[src/sv/sdsl_isqrt_pipe.sv]
// Pipelined integer square root, one root bit per stage, several lanes
// sharing one valid and one sideband word. No package dependencies.
module sdsl_isqrt_pipe #(
    parameter int XW    = 64,
    parameter int SW    = 1,
    parameter int LANES = 1
) (
    input  logic            i_clk,
    input  logic            i_rst_n,
    input  logic            i_ce,
    input  logic            i_vld,
    input  logic [XW-1:0]   i_x    [LANES],
    input  logic [SW-1:0]   i_side,
    output logic            o_vld,
    output logic [XW/2-1:0] o_root [LANES],
    output logic [SW-1:0]   o_side
);

    localparam int RW = XW / 2;

    logic [XW-1:0] r_x    [RW][LANES];
    logic [RW+1:0] r_rem  [RW][LANES];
    logic [RW-1:0] r_root [RW][LANES];
    logic [SW-1:0] r_side [RW];
    logic          r_vld  [RW];

    for (genvar k = 0; k < RW; k++) begin : g_stage
        logic [XW-1:0] x_in    [LANES];
        logic [RW+1:0] rem_in  [LANES];
        logic [RW-1:0] root_in [LANES];
        logic [SW-1:0] side_in;
        logic          vld_in;
        logic [RW+1:0] t       [LANES];
        logic [RW+1:0] trial   [LANES];
        logic          ge      [LANES];

        if (k == 0) begin : g_first
            always_comb begin
                for (int l = 0; l < LANES; l++) begin
                    x_in[l]    = i_x[l];
                    rem_in[l]  = '0;
                    root_in[l] = '0;
                end
                side_in = i_side;
                vld_in  = i_vld;
            end
        end else begin : g_next
            always_comb begin
                for (int l = 0; l < LANES; l++) begin
                    x_in[l]    = r_x[k-1][l];
                    rem_in[l]  = r_rem[k-1][l];
                    root_in[l] = r_root[k-1][l];
                end
                side_in = r_side[k-1];
                vld_in  = r_vld[k-1];
            end
        end

        // bring down two bits, try root*4+1
        always_comb begin
            for (int l = 0; l < LANES; l++) begin
                t[l]     = {rem_in[l][RW-1:0], x_in[l][XW-1:XW-2]};
                trial[l] = {root_in[l], 2'b01};
                ge[l]    = (t[l] >= trial[l]);
            end
        end

        always_ff @(posedge i_clk) begin
            if (!i_rst_n) begin
                r_vld[k] <= 1'b0;
            end else if (i_ce) begin
                r_vld[k] <= vld_in;
            end
        end

        always_ff @(posedge i_clk) begin
            if (i_ce) begin
                for (int l = 0; l < LANES; l++) begin
                    r_root[k][l] <= {root_in[l][RW-2:0], ge[l]};
                end
                r_side[k] <= side_in;
            end
        end

        if (k < RW - 1) begin : g_carry
            always_ff @(posedge i_clk) begin
                if (i_ce) begin
                    for (int l = 0; l < LANES; l++) begin
                        r_x[k][l]   <= {x_in[l][XW-3:0], 2'b00};
                        r_rem[k][l] <= ge[l] ? (t[l] - trial[l]) : t[l];
                    end
                end
            end
        end
    end

    assign o_vld  = r_vld[RW-1];
    assign o_side = r_side[RW-1];
    assign o_root = r_root[RW-1];

endmodule

[config.mk]
export PLATFORM = sky130hd
export DESIGN_NAME = sdsl_isqrt_pipe
export DESIGN_NICKNAME = d
export VERILOG_FILES = /design/src/sv/sdsl_isqrt_pipe.sv
export SDC_FILE = /design/constraint.sdc
export NUM_CORES = 2
export LEC_CHECK = 0
export BUFFER_PORTS_ARGS = -buffer_cell sky130_fd_sc_hd__buf_2
export CORE_MARGIN = 2
export CORE_UTILIZATION = 30
export CTS_CLUSTER_SIZE = 10
export DETAILED_ROUTE_END_ITERATION = 16
export HOLD_SLACK_MARGIN = 0.02
export PLACE_DENSITY = 0.4
export SLEW_MARGIN = 20
export SYNTH_ARGS = -nofsm -noshare
export SYNTH_HDL_FRONTEND = slang
export SYNTH_MEMORY_MAX_BITS = 65536
export SYNTH_SLANG_ARGS = --single-unit
[constraint.sdc]
create_clock -name i_clk -period 3.8 [get_ports i_clk]
set_clock_uncertainty 0.05 [all_clocks]
set_input_delay 0.76 -clock i_clk [delete_from_list [all_inputs] [get_ports i_clk]]
set_output_delay 0.76 -clock i_clk [all_outputs]
set_load 0.01 [all_outputs]
==> results.sh <==
export IMPL_fp_dieH_um=628
export IMPL_maxSlewHeadroom=0.447
export IMPL_crit_fanout=27
export IMPL_critPathMaxStageDelay_ps=480
export IMPL_gp_congestion=0.841
export IMPL_die_w_um=628
export IMPL_cts_sinks=2529
export IMPL_setup_ws_ps=155
export IMPL_grt_first_pass_wirelength_um=423000
export IMPL_syn_nets=9609
export IMPL_port_buffers=102
export IMPL_synth_edf_count=2528
export IMPL_drive_gt1_frac=0.0922
export IMPL_worstPathRequired_ps=4380
export IMPL_yosys_area_top_type_share=0.650
export IMPL_std_cell_rows=229
export IMPL_avgSynthCellArea_um2=13.0
export IMPL_critPathSlowestCell="edfxtp_1"
export IMPL_cts_buffer_depth=4
export IMPL_synth_cells=8979
export IMPL_ir_worst_vdd_mv=0.350
export IMPL_max_slew_worst_pin_slew_ps=822
export IMPL_clk_latency_ps=910
export IMPL_antenna_found_initial=3
export IMPL_grt_max_degree=110
export IMPL_drc=0
export IMPL_synthDistinctLibCells=94
export IMPL_num_vias=70300
export IMPL_ys_seq_area_frac=0.650
export IMPL_setup_viol=0
export IMPL_cp_data_arrival_time_ps=4220
export IMPL_die_area_um2=395000
export IMPL_pin_count=103
export IMPL_grt_pass1_vias=70600
export IMPL_overflow=0
export IMPL_drv_cap=0
export IMPL_finalCritPeriodShare=0.959
export IMPL_final_util=0.349
export IMPL_clock_fmax_mhz=274
export IMPL_clockRootBuffer="clkbuf_16"
export IMPL_start_kind="flop"
export IMPL_cp_common_cell="a21o_1"
export IMPL_critPathKind="reg2reg"
export IMPL_core_area_um2=389000
export IMPL_dr_pass1_iters=5
export IMPL_crit_buf_inv=1
export IMPL_postRouteWirelength_um=275000
export IMPL_wl_per_cell_um=18.5
export IMPL_syn2layout_area_growth_pct=16.2
export IMPL_fin_crit_ps=3640
export IMPL_layout_cells_non_filler=14900
export IMPL_track_usage=0.136
export IMPL_async_flop_share=0
export IMPL_post_place_cells=14300
export IMPL_status="complete, no violations"
export IMPL_start_util=0.301
export IMPL_synth_top_cell_by_area="edfxtp_1"
export IMPL_cp_top_family="compound AO/OA/AOI/OAI gates"
export IMPL_rsz0062_at_grt="no"
export IMPL_pre_cts_ws_ps=-102
export IMPL_yosysMostFrequentCell="edfxtp_1"
export IMPL_final_nets=10200
export IMPL_antenna_left=0
export IMPL_powerDensity_nw_per_um2=610
export IMPL_ys_ff_latch=2529
export IMPL_routed_via_density=4.71
export IMPL_yosys_top_cells_count="2,528 x edfxtp_1, 716 x inv_1, 621 x nand2_1"
export IMPL_numCtsBuffers=318
export IMPL_leakage_nw=51.1
export IMPL_finalMaxSlewViolations=0
export IMPL_ys_flop_type="edfxtp_1"
export IMPL_hold_path_class="in2reg"
export IMPL_drtIter0Drc=4667
export IMPL_place_hpwl_um=200000
export IMPL_synth_area_um2=117000
export IMPL_hold_viol_final=0
export IMPL_critPathCaptureType="flop"
export IMPL_path_cells="ha_2 > a21o_1 > a21o_1 > a221o_1 > a41o_1 > or3_1 > a31oi_2 > o211a_1 > buf_12 > mux2_2"
export IMPL_synth_area_top_cells="edfxtp_1 65%, ha_1 6.0%, xnor2_1 2.9%, xor2_1 2.8%, inv_1 2.3%"
export IMPL_path_clk_slew_ps=60
export IMPL_h_tree_depth=5
export IMPL_cts_tree="built"
export IMPL_ys_warn_count=0
flip-flops by register name (all words and copies together), names as in the netlist:
signal / cells
r_rem: 945
r_root: 528
r_side: 32
r_vld: 32
r_x: 992
timing repair:
item                                   CTS  global route
endpoints found under the hold margin   66             0
setup buffers                            0             1
gates cloned                             0             1
setup endpoints to repair               22            97
pin swaps                                0             3
hold buffers                            66             0
gates resized for setup                  4            21
power breakdown:
group | internal (mW) | switching, mW
combinational | 7.38 | 10.1
sequential | 35.4 | 2.54
clock | 15.9 | 11.5
logic make-up (layout without fill, tap and decap cells):
family	Yosys count	count (layout)	share of synthesized area
simple gates	2321	2321	0.0985
compound gates	1821	1822	0.0973
flops	2529	2529	0.650
other cells	1	5	0.0000321
xor+xnor	764	764	0.0573
mux	87	87	0.00825
buf+inv	895	1623	0.0289
fa+ha+maj	561	561	0.0601
layout make-up:
type / instances / area (um2)
sequential: 2529 / 75900
inverter: 721 / 2710
antenna: 4 / 10.0
clock buffer: 386 / 8310
tap: 5197 / 6500
timing repair buffer: 408 / 3590
clock inverter: 108 / 956
fill: 38000 / 253000
multi-input combinational: 5556 / 37800
metal layers:
metal  wire, um  global-route usage
met5          0                   0
met4       8010              0.0413
met3       9430              0.0171
met2     135000               0.235
met1     123000               0.176
layout by cell type (no fill, tap or decap), types with 51 or more instances in the layout:
cell / instances
a21o_1: 229
nand2_1: 621
mux2_2: 73
xor2_1: 379
ha_1: 560
nor3_1: 213
and3_1: 79
xnor2_1: 385
nand4_1: 104
o21ai_0: 516
nand3_1: 131
clkinv_1: 53
nor4_1: 109
dlygate4sd3_1: 66
nor2b_1: 83
buf_2: 101
nand2b_1: 127
nor2_1: 547
a211oi_1: 51
o21a_1: 98
clkbuf_16: 322
or3_1: 79
clkbuf_1: 63
or4_1: 52
buf_4: 191
edfxtp_1: 2528
inv_1: 716
a21oi_1: 499
o31ai_1: 66
path summary, 6_finish.rpt:
check / cells after the start / slack, ps / to / start
max: 10 / 160 / r_rem[21][7]$_DFFE_PP_ / r_rem[20][3]$_DFFE_PP_
min reg2reg: 0 / 340 / r_x[5][37]$_DFFE_PP_ / r_x[4][35]$_DFFE_PP_
max reg2reg: 10 / 160 / r_rem[21][7]$_DFFE_PP_ / r_rem[20][3]$_DFFE_PP_
min: 2 / 150 / r_vld[0]$_DFFE_PP_ / i_vld
metrics by stage:
step | TNS (ps) | hold WS (ps) | instance area, um2 | total power, mW
after floorplan | 0 | 350 | 117000 | 49.5
after global placement | -1010 | 350 | 126000 | 55.9
after detailed placement | -1240 | 355 | 126000 | 56.0
after CTS | 0 | 31.9 | 136000 | 84.3
after global routing | 0 | 78.9 | 136000 | 87.7
final | 0 | 147 | 136000 | 82.9
Note: power is estimated with default switching activity, not from simulation.
